==> config.mk <==
export PLATFORM = sky130hd
export DESIGN_NAME = pose_kalman_filter_3axis
export DESIGN_NICKNAME = d
export VERILOG_FILES = /design/src/sv/pkf_pkg.sv /design/src/sv/pkf_axis.sv /design/src/sv/pose_kalman_filter_3axis.sv
export SDC_FILE = /design/constraint.sdc
export NUM_CORES = 2
export LEC_CHECK = 0
export BUFFER_PORTS_ARGS = -buffer_cell sky130_fd_sc_hd__buf_4
export CAP_MARGIN = 20
export CORE_MARGIN = 8
export CORE_UTILIZATION = 64
export CTS_CLUSTER_SIZE = 12
export DETAILED_ROUTE_END_ITERATION = 10
export PLACE_DENSITY_LB_ADDON = 0.2
export SKIP_CTS_REPAIR_TIMING = 1
export SLEW_MARGIN = 20
export SYNTH_ARGS = -nofsm -noshare
export SYNTH_HDL_FRONTEND = slang
export SYNTH_HIERARCHICAL = 1
export SYNTH_SLANG_ARGS = --single-unit
==> constraint.sdc <==
create_clock -name clk_i -period 14.65 [get_ports clk_i]
set_input_delay 1.465 -clock clk_i [delete_from_list [all_inputs] [get_ports clk_i]]
set_output_delay 1.465 -clock clk_i [all_outputs]
set_load 0.05 [all_outputs]
==> src/sv/pkf_pkg.sv <==
// Shared types and constants for the three-axis pose Kalman filter.
// No dependencies; used by pkf_axis, the top level, the checker and the testbench.
`timescale 1ns / 1ps

package pkf_pkg;

  localparam int unsigned DataW    = 32;
  localparam int unsigned CfgAddrW = 2;

  // Register map of the write port
  typedef enum logic [CfgAddrW-1:0] {
    CFG_CONTROL_GAIN  = 2'd0,
    CFG_PROCESS_NOISE = 2'd1,
    CFG_MEAS_NOISE    = 2'd2
  } pkf_cfg_addr_e;

  typedef struct packed {
    logic signed [DataW-1:0] lin_vel;
    logic signed [DataW-1:0] ang_vel;
    logic signed [DataW-1:0] meas_x;
    logic signed [DataW-1:0] meas_y;
    logic signed [DataW-1:0] meas_heading;
  } pkf_in_t;

  typedef struct packed {
    logic signed [DataW-1:0] est_x;
    logic signed [DataW-1:0] est_y;
    logic signed [DataW-1:0] est_heading;
    logic        [DataW-1:0] var_x;
    logic        [DataW-1:0] var_y;
    logic        [DataW-1:0] var_heading;
  } pkf_out_t;

  typedef struct packed {
    logic [DataW-1:0] control_gain;
    logic [DataW-1:0] process_noise;
    logic [DataW-1:0] meas_noise;
  } pkf_cfg_t;

  // Top-level word sequencing
  typedef enum logic [1:0] {
    ST_IDLE,
    ST_RUN,
    ST_DRAIN
  } pkf_state_e;

  // Per-axis sequencer
  typedef enum logic [2:0] {
    AX_IDLE,
    AX_PREP,
    AX_PRED,
    AX_SAT,
    AX_INNOV,
    AX_CORR,
    AX_FIN
  } pkf_axis_state_e;

endpackage

==> src/sv/pkf_axis.sv <==
// One scalar Kalman filter lane: bit-serial multiply units and a
// bit-serial restoring divider, driven by a small sequencer. Uses pkf_pkg.
`timescale 1ns / 1ps

module pkf_axis #(
  parameter int unsigned FRAC_BITS = 16,
  parameter logic [31:0] EST_RESET = 32'h0000_0000
) (
  input  logic                             clk_i,
  input  logic                             rst_ni,
  input  logic                             start_i,
  input  logic signed [pkf_pkg::DataW-1:0] u_i,
  input  logic signed [pkf_pkg::DataW-1:0] meas_i,
  input  pkf_pkg::pkf_cfg_t                cfg_i,
  output logic                             done_o,
  output logic signed [pkf_pkg::DataW-1:0] est_o,
  output logic        [pkf_pkg::DataW-1:0] var_o
);
  import pkf_pkg::*;

  localparam int unsigned KW    = FRAC_BITS + 1;            // gain width, 1.0 included
  localparam int unsigned MulW  = DataW + 2;                // serial multiplicand
  localparam int unsigned CntW  = $clog2(DataW);
  localparam int unsigned RemW  = DataW + 1;
  localparam int unsigned TermW = MulW + DataW - FRAC_BITS;
  localparam int unsigned PredW = TermW + 1;
  localparam int unsigned CorW  = MulW + 2;
  localparam logic [KW-1:0]   One      = {1'b1, {FRAC_BITS{1'b0}}};
  localparam logic [CntW-1:0] CntLast  = CntW'(DataW - 1);
  localparam logic [CntW-1:0] CntKLast = CntW'(KW - 1);
  localparam logic [CntW-1:0] CntK     = CntW'(KW);

  pkf_axis_state_e state_q, state_d;
  logic [CntW-1:0] cnt_q, cnt_d;
  logic            done_q, done_d;

  logic signed [DataW-1:0] u_q, meas_q, pred_q, est_q;
  logic        [DataW-1:0] pv_q, var_q, loa_q, lob_q;
  logic        [RemW-1:0]  den_q, rem_q;
  logic        [KW-1:0]    quo_q, k_q;
  logic signed [MulW-1:0]  innov_q, hia_q, hib_q;

  // serial multiply datapaths
  logic signed [MulW-1:0] opa;
  logic        [MulW-1:0] opb;
  logic        [MulW:0]   suma, sumb;
  // divider step
  logic                   fbit;
  logic        [RemW:0]   rem2, den_ext, rem_diff;
  logic                   rem_ge;
  // prediction / correction sums
  logic        [DataW:0]  pv_sum;
  logic        [DataW-1:0] pv_sat;
  logic        [TermW-1:0] term;
  logic        [PredW-1:0] pred_sum;
  logic        [MulW:0]    cterm;
  logic        [CorW-1:0]  cor_sum;
  logic        [DataW-1:0] var_new;

  function automatic logic [DataW-1:0] sat_data(input logic [PredW-1:0] v);
    logic [DataW-1:0] r;
    if (&v[PredW-1:DataW-1] || ~|v[PredW-1:DataW-1]) begin
      r = v[DataW-1:0];
    end else if (v[PredW-1]) begin
      r = {1'b1, {(DataW-1){1'b0}}};
    end else begin
      r = {1'b0, {(DataW-1){1'b1}}};
    end
    return r;
  endfunction

  assign opa  = (state_q == AX_CORR) ? innov_q : MulW'(u_q);
  assign opb  = {2'b00, pv_q};
  assign suma = {hia_q[MulW-1], hia_q} + (loa_q[0] ? {opa[MulW-1], opa} : '0);
  assign sumb = {hib_q[MulW-1], hib_q} + (lob_q[0] ? {1'b0, opb} : '0);

  // dividend is pv << FRAC_BITS; its top part is preloaded, pv[0] then zeros feed in
  assign fbit     = (cnt_q == '0) ? pv_q[0] : 1'b0;
  assign rem2     = {rem_q, fbit};
  assign den_ext  = {1'b0, den_q};
  assign rem_ge   = (rem2 >= den_ext);
  assign rem_diff = rem2 - den_ext;

  assign pv_sum   = {1'b0, var_q} + {1'b0, cfg_i.process_noise};
  assign pv_sat   = pv_sum[DataW] ? '1 : pv_sum[DataW-1:0];

  assign term     = {hia_q, loa_q[DataW-1:FRAC_BITS]};
  assign pred_sum = {{(PredW-DataW){est_q[DataW-1]}}, est_q} + {term[TermW-1], term};

  // after KW steps, product bit FRAC_BITS sits in lo[MSB]
  assign cterm    = {hia_q, loa_q[DataW-1]};
  assign cor_sum  = {{(CorW-DataW){pred_q[DataW-1]}}, pred_q} + {cterm[MulW], cterm};
  assign var_new  = {hib_q[DataW-2:0], lob_q[DataW-1]};

  always_comb begin
    state_d = state_q;
    cnt_d   = '0;
    done_d  = 1'b0;
    case (state_q)
      AX_IDLE: begin
        if (start_i) state_d = AX_PREP;
      end
      AX_PREP:  state_d = AX_PRED;
      AX_PRED: begin
        cnt_d = cnt_q + 1'b1;
        if (cnt_q == CntLast) state_d = AX_SAT;
      end
      AX_SAT:   state_d = AX_INNOV;
      AX_INNOV: state_d = AX_CORR;
      AX_CORR: begin
        cnt_d = cnt_q + 1'b1;
        if (cnt_q == CntKLast) state_d = AX_FIN;
      end
      AX_FIN: begin
        done_d  = 1'b1;
        state_d = AX_IDLE;
      end
      default: state_d = AX_IDLE;
    endcase
  end

  always_ff @(posedge clk_i or negedge rst_ni) begin
    if (!rst_ni) begin
      state_q <= AX_IDLE;
      cnt_q   <= '0;
      done_q  <= 1'b0;
    end else begin
      state_q <= state_d;
      cnt_q   <= cnt_d;
      done_q  <= done_d;
    end
  end

  // filter state
  always_ff @(posedge clk_i or negedge rst_ni) begin
    if (!rst_ni) begin
      est_q <= EST_RESET;
      var_q <= DataW'(One);
    end else if (state_q == AX_FIN) begin
      est_q <= sat_data(PredW'($signed(cor_sum)));
      var_q <= var_new;
    end
  end

  always_ff @(posedge clk_i) begin
    case (state_q)
      AX_IDLE: begin
        if (start_i) begin
          u_q    <= u_i;
          meas_q <= meas_i;
          pv_q   <= pv_sat;
        end
      end
      AX_PREP: begin
        den_q <= {1'b0, pv_q} + {1'b0, cfg_i.meas_noise};
        rem_q <= RemW'(pv_q >> 1);
        quo_q <= '0;
        hia_q <= '0;
        loa_q <= cfg_i.control_gain;
      end
      AX_PRED: begin
        hia_q <= suma[MulW:1];
        loa_q <= {suma[0], loa_q[DataW-1:1]};
        if (cnt_q < CntK) begin
          if (rem_ge) begin
            rem_q <= rem_diff[RemW-1:0];
            quo_q <= {quo_q[KW-2:0], 1'b1};
          end else begin
            rem_q <= rem2[RemW-1:0];
            quo_q <= {quo_q[KW-2:0], 1'b0};
          end
        end
      end
      AX_SAT: begin
        pred_q <= sat_data(pred_sum);
        k_q    <= (den_q == '0) ? One : quo_q;
      end
      AX_INNOV: begin
        innov_q <= {{(MulW-DataW){meas_q[DataW-1]}}, meas_q}
                 - {{(MulW-DataW){pred_q[DataW-1]}}, pred_q};
        hia_q   <= '0;
        hib_q   <= '0;
        loa_q   <= DataW'(k_q);
        lob_q   <= DataW'(One - k_q);
      end
      AX_CORR: begin
        hia_q <= suma[MulW:1];
        loa_q <= {suma[0], loa_q[DataW-1:1]};
        hib_q <= sumb[MulW:1];
        lob_q <= {sumb[0], lob_q[DataW-1:1]};
      end
      default: ;
    endcase
  end

  assign done_o = done_q;
  assign est_o  = est_q;
  assign var_o  = var_q;

endmodule

==> src/sv/pose_kalman_filter_3axis.sv <==
// Three-axis pose Kalman filter top level: register port, word handshake,
// output register and three pkf_axis lanes. Uses pkf_pkg and pkf_axis.
//
//   channel | handshake            | word
//   --------+----------------------+--------------------------------------------
//   in      | in_valid_i/in_stall_o | pkf_in_t: velocities and measured pose
//   out     | out_valid_o/out_stall_i | pkf_out_t: estimates and variances
//   cfg     | cfg_we_i              | cfg_addr_i selects, cfg_wdata_i is written
//
// Flow: an accepted word runs through the lanes and is loaded into the output
//   register; the next word can be accepted in the same cycle as that result
//   appears, so words go one at a time. A run is the 32-step serial product b*u,
//   with the FRAC_BITS+1-step gain division beside it, then the FRAC_BITS+1-step
//   gain products; FRAC_BITS is 16 for Q16.16. All three axes run side by side.
// Reset: estimates x 0, y 0, heading 1.0; variances 1.0; registers 0.05, 0.03
//   and 0.01 in fixed point.
// Stalls: in_stall_o is high from acceptance until the result is loaded into
//   the output register. A stalled output word holds; a new word may still be
//   accepted behind it, and its result waits until the register frees up.
`timescale 1ns / 1ps

module pose_kalman_filter_3axis #(
  parameter int unsigned FRAC_BITS = 16
) (
  input  logic                             clk_i,
  input  logic                             rst_ni,
  input  logic                             cfg_we_i,
  input  logic [pkf_pkg::CfgAddrW-1:0]     cfg_addr_i,
  input  logic [pkf_pkg::DataW-1:0]        cfg_wdata_i,
  input  logic                             in_valid_i,
  output logic                             in_stall_o,
  input  pkf_pkg::pkf_in_t                 in_data_i,
  output logic                             out_valid_o,
  input  logic                             out_stall_i,
  output pkf_pkg::pkf_out_t                out_data_o
);
  import pkf_pkg::*;

  // Reset values: hundredths scaled by 2^FRAC_BITS, rounded to nearest
  localparam logic [DataW-1:0] CtlGainRst =
    DataW'(((64'd5 << FRAC_BITS) + 64'd50) / 64'd100);
  localparam logic [DataW-1:0] ProcNoiseRst =
    DataW'(((64'd3 << FRAC_BITS) + 64'd50) / 64'd100);
  localparam logic [DataW-1:0] MeasNoiseRst =
    DataW'(((64'd1 << FRAC_BITS) + 64'd50) / 64'd100);
  localparam logic [DataW-1:0] HeadingRst = DataW'(64'd1 << FRAC_BITS);

  pkf_cfg_t   cfg_q;
  pkf_state_e state_q, state_d;
  logic       out_valid_q, out_valid_d;
  pkf_out_t   out_q;

  logic              accept;
  logic              load_out;
  logic              all_done;
  logic [2:0]        lane_done;
  logic signed [DataW-1:0] est_x, est_y, est_hd;
  logic        [DataW-1:0] var_x, var_y, var_hd;

  // ------------------------------------------------------------------
  // Register port; unknown indexes are dropped
  // ------------------------------------------------------------------
  always_ff @(posedge clk_i or negedge rst_ni) begin
    if (!rst_ni) begin
      cfg_q.control_gain  <= CtlGainRst;
      cfg_q.process_noise <= ProcNoiseRst;
      cfg_q.meas_noise    <= MeasNoiseRst;
    end else if (cfg_we_i) begin
      case (cfg_addr_i)
        CFG_CONTROL_GAIN:  cfg_q.control_gain  <= cfg_wdata_i;
        CFG_PROCESS_NOISE: cfg_q.process_noise <= cfg_wdata_i;
        CFG_MEAS_NOISE:    cfg_q.meas_noise    <= cfg_wdata_i;
        default: ;
      endcase
    end
  end

  // ------------------------------------------------------------------
  // Lanes: x driven by linear velocity, y undriven, heading by angular
  // ------------------------------------------------------------------
  pkf_axis #(
    .FRAC_BITS (FRAC_BITS),
    .EST_RESET ('0)
  ) u_axis_x (
    .clk_i   (clk_i),
    .rst_ni  (rst_ni),
    .start_i (accept),
    .u_i     (in_data_i.lin_vel),
    .meas_i  (in_data_i.meas_x),
    .cfg_i   (cfg_q),
    .done_o  (lane_done[0]),
    .est_o   (est_x),
    .var_o   (var_x)
  );

  pkf_axis #(
    .FRAC_BITS (FRAC_BITS),
    .EST_RESET ('0)
  ) u_axis_y (
    .clk_i   (clk_i),
    .rst_ni  (rst_ni),
    .start_i (accept),
    .u_i     ('0),
    .meas_i  (in_data_i.meas_y),
    .cfg_i   (cfg_q),
    .done_o  (lane_done[1]),
    .est_o   (est_y),
    .var_o   (var_y)
  );

  pkf_axis #(
    .FRAC_BITS (FRAC_BITS),
    .EST_RESET (HeadingRst)
  ) u_axis_hd (
    .clk_i   (clk_i),
    .rst_ni  (rst_ni),
    .start_i (accept),
    .u_i     (in_data_i.ang_vel),
    .meas_i  (in_data_i.meas_heading),
    .cfg_i   (cfg_q),
    .done_o  (lane_done[2]),
    .est_o   (est_hd),
    .var_o   (var_hd)
  );

  // lanes run in lockstep, so their done pulses coincide
  assign all_done = &lane_done;

  // ------------------------------------------------------------------
  // Word sequencing
  // ------------------------------------------------------------------
  assign in_stall_o = (state_q != ST_IDLE);
  assign accept     = in_valid_i && !in_stall_o;

  always_comb begin
    state_d  = state_q;
    load_out = 1'b0;
    case (state_q)
      ST_IDLE: begin
        if (accept) state_d = ST_RUN;
      end
      ST_RUN: begin
        if (all_done) begin
          // output register free, or its word leaves at this edge
          if (!out_valid_q || !out_stall_i) begin
            load_out = 1'b1;
            state_d  = ST_IDLE;
          end else begin
            state_d  = ST_DRAIN;
          end
        end
      end
      ST_DRAIN: begin
        if (!out_valid_q || !out_stall_i) begin
          load_out = 1'b1;
          state_d  = ST_IDLE;
        end
      end
      default: state_d = ST_IDLE;
    endcase
    out_valid_d = load_out || (out_valid_q && out_stall_i);
  end

  always_ff @(posedge clk_i or negedge rst_ni) begin
    if (!rst_ni) begin
      state_q     <= ST_IDLE;
      out_valid_q <= 1'b0;
    end else begin
      state_q     <= state_d;
      out_valid_q <= out_valid_d;
    end
  end

  // lane state is stable until the next word is accepted
  always_ff @(posedge clk_i) begin
    if (load_out) begin
      out_q.est_x       <= est_x;
      out_q.est_y       <= est_y;
      out_q.est_heading <= est_hd;
      out_q.var_x       <= var_x;
      out_q.var_y       <= var_y;
      out_q.var_heading <= var_hd;
    end
  end

  assign out_valid_o = out_valid_q;
  assign out_data_o  = out_q;

endmodule

==> metrics <==
first-pass GRT wire length=499 mm; reg2reg path depth=19; Root Buffer=clkbuf_16; GP Congestion=slightly below 1; Slew HR=14.4%; Port Buf Inserts=between 300 and 400; # rows=151; clk_lat worst skew=850 ps; FF-to-FF Start=u_axis_hd/state_q[2]; remaining global-route overflow=0; Synth Flop Type=edfxtp_1; smallest hold slack=474 ps; clock buffer depth=3; Worst Path Arrival=7260 ps; I/O pin total=393; CTS sink cnt=about 1.7k; vias in the first global route=83.9k; Warnings, synthesis=6; element type at the critical path start=flip-flop; worst-path fanout max=62; Post-synth EDFFs=1,371; peak supply drop=0.000109 V; H-tree levels=4; GRT Total Usage=35.2%; RSZ-0062 raised after global routing=false; cts bufs inserted=between 150 and 200; Area Growth Syn to Fin=10.4%; min-delay src=u_axis_hd/lob_q[31]; final hold violation count=0; drt drc=0; DR vias=roughly 88k; DRT iter0 DRCs=10.3k; status=finished clean; vias per inst=6.61; Clk pin slew, worst setup/hold paths=about 60 ps; final setup vio count=0; largest net degree at the start of global routing=93; Slew Limit Fails=0; top-area cell type share of the netlist area=38.0%; Post-Route Setup TNS=0 ps; critical path class=flip-flop to flip-flop; CTS tree=done; fmax=roughly 150 MHz; minimum clock period=6700 ps; drt wl/cell=25.1 µm; fraction of registers with async set/reset=18.8%; Post-synth top cells=1,371 x edfxtp_1, 1,045 x nand2_1, 856 x ha_1, 782 x nor2_1, 776 x a21oi_1; #FFs+latches synth=1,689; path category of the worst min-delay check=flip-flop to flip-flop; R2R Path End=u_axis_hd/hia_q[31]; Nets=12.0k; Synth area leaders=edfxtp_1 38%, ha_1 9.9%, dfrtp_1 6.8%; initial antenna violation count=16; reg2reg setup slack=7950 ps; share of cells above drive strength 1=10.4%; worst-margin pin slew=1270 ps; cell area after synthesis=between 100,000 and 150,000 µm²; DIE AREA=183,000 µm²; Distinct cells, synth=125; Synth Area per Inst=approximately 10 µm²; drt pass-1 iters=6; period utilization=45.8%; Die Y=428 µm; Seq/Total Area, Yosys=a little under half; Initial Util=64.2%; CP endpoint kind=flip-flop; PwrDens=130 nW/µm²; Hold EP=u_axis_hd/var_o[0]; Final Skew=44.5 ps; Pleak=around 52 nW; hpwl dp=252 mm; Req. time, crit path=15,200 ps; DIE WIDTH=428 µm; Synth area leader=edfxtp_1; Hold Path Stages=2; Core Region=169,000 µm²; most common cell in the synthesized netlist=edfxtp_1; drt total wl=334 mm; Synth Instances=10.6k; Antenna Nets Post-Route=0; total of max-cap violations=0
## registers in the layout, summed over array words and instances, names as in the netlist, 33 cells and up
| register | count |
|---|---|
| u_axis_y/rem_q | 33 |
| u_axis_y/den_q | 33 |
| u_axis_hd/innov_q | 33 |
| u_axis_x/hia_q | 34 |
| out_data_o | 192 |
| cfg_q | 96 |
| u_axis_hd/hia_q | 34 |
| u_axis_y/innov_q | 33 |
| u_axis_hd/den_q | 33 |
| u_axis_y/hib_q | 34 |
| u_axis_x/innov_q | 33 |
| u_axis_x/hib_q | 34 |
| u_axis_hd/hib_q | 34 |
| u_axis_hd/rem_q | 33 |
| u_axis_y/hia_q | 34 |
| u_axis_x/rem_q | 33 |
| u_axis_x/den_q | 33 |
## per-stage QoR
step / setup slack [ps] / instances / cell area, µm² / utilization (%) / total power, mW
2_1_floorplan: 2270 / 10600 / 108000 / - / 9.46
3_3_place_gp: 8190 / 12900 / 114000 / 67.4 / 10.7
3_5_place_dp: 8090 / 12900 / 114000 / 67.4 / 10.8
4_1_cts: 8030 / 13300 / 120000 / 70.9 / 15.4
5_1_grt: 7390 / 13300 / 120000 / 70.9 / 16.1
6_report: 7950 / 13300 / 120000 / 70.9 / 15.5
## worst max-delay path, stage by stage (launching register included)
cell and delay [ps]:
dfrtp_1 860, inv_1 590, nor2_4 560, nand2_2 300, buf_4 430, nand2_1 180, a21boi_0 100, ha_1 340
a21o_1 200, a21o_1 220, a2111oi_2 470, o21ai_0 220, a21o_1 250, a311o_1 420, a41o_1 330, a31oi_1 280
o21ai_1 150, a221o_1 340, nor2_1 110, nor3b_1 60
## per-layer routing
layer  track usage, %  wire, µm
met5                0       168
met4             15.7     17200
met2             54.8    149000
met3             5.91     30000
met1             48.8    138000
## worst max-delay path by stage
stage,start,to,slack (ps)
global placement,u_axis_hd/state_q[2],u_axis_hd/hia_q[31],8190
finish,u_axis_hd/state_q[2],u_axis_hd/hia_q[31],7950
floorplan,in_valid_i,u_axis_hd/meas_q[0],2270
global route,u_axis_hd/state_q[2],u_axis_hd/hia_q[31],7390
detailed placement,u_axis_hd/state_q[2],u_axis_hd/hia_q[31],8090
CTS,u_axis_hd/state_q[2],u_axis_hd/hia_q[31],8030
## final cells by class
cell class,count,area [µm²]
clock inverter,77,736
sequential,1689,49200
clock buffer,268,5180
antenna,13,32.5
multi-input combinational,8068,56300
fill,12300,49100
tap,2218,2780
timing repair buffer,484,3650
inverter,488,1830
## kinds of logic (layout without fill, tap and decap cells)
group	after synthesis	count (layout)	synth area share, %
compound gates	3127	3127	19.6
xor+xnor	712	712	5.75
fa+ha+maj	880	880	10.3
buf+inv	844	1317	3.12
flops	1689	1689	45.4
mux	227	227	2.25
other cells	1	45	0.00346
simple gates	3090	3090	13.5
## power by group
| part | internal [mW] | switching [mW] |
|---|---|---|
| Sequential | 5.62 | 0.648 |
| Clock | 2.56 | 2.01 |
| Combinational | 1.90 | 2.75 |
## placed cells by master, fill, tap and decap left out, types with 37 or more instances in the layout
cell       instances
or3_1             50
mux2_2           130
nand2b_1         127
inv_1            482
dfrtp_1          290
xor2_1           268
ha_1             856
o21bai_1         124
nor2_1           762
nor4_1            55
a22oi_1           61
o31ai_1           55
o21a_1           121
o21ai_0          520
and2_1           146
nand4_1           88
nand2_1         1037
mux2i_1           95
buf_4            482
a21boi_0         124
or2_2             37
xnor2_1          438
a221o_1           91
o22ai_1           45
edfxtp_1        1371
nor3_1           162
a22o_1           143
nand3b_1          38
a31oi_1           74
nor2b_1          157
a211oi_1          92
o211ai_1          56
nand3_1          148
and3_1           132
clkbuf_16        184
a21oi_1          774
a21oi_2           38
a21o_1           430
clkbuf_1          57
Note: power is estimated with default switching activity, not from simulation.
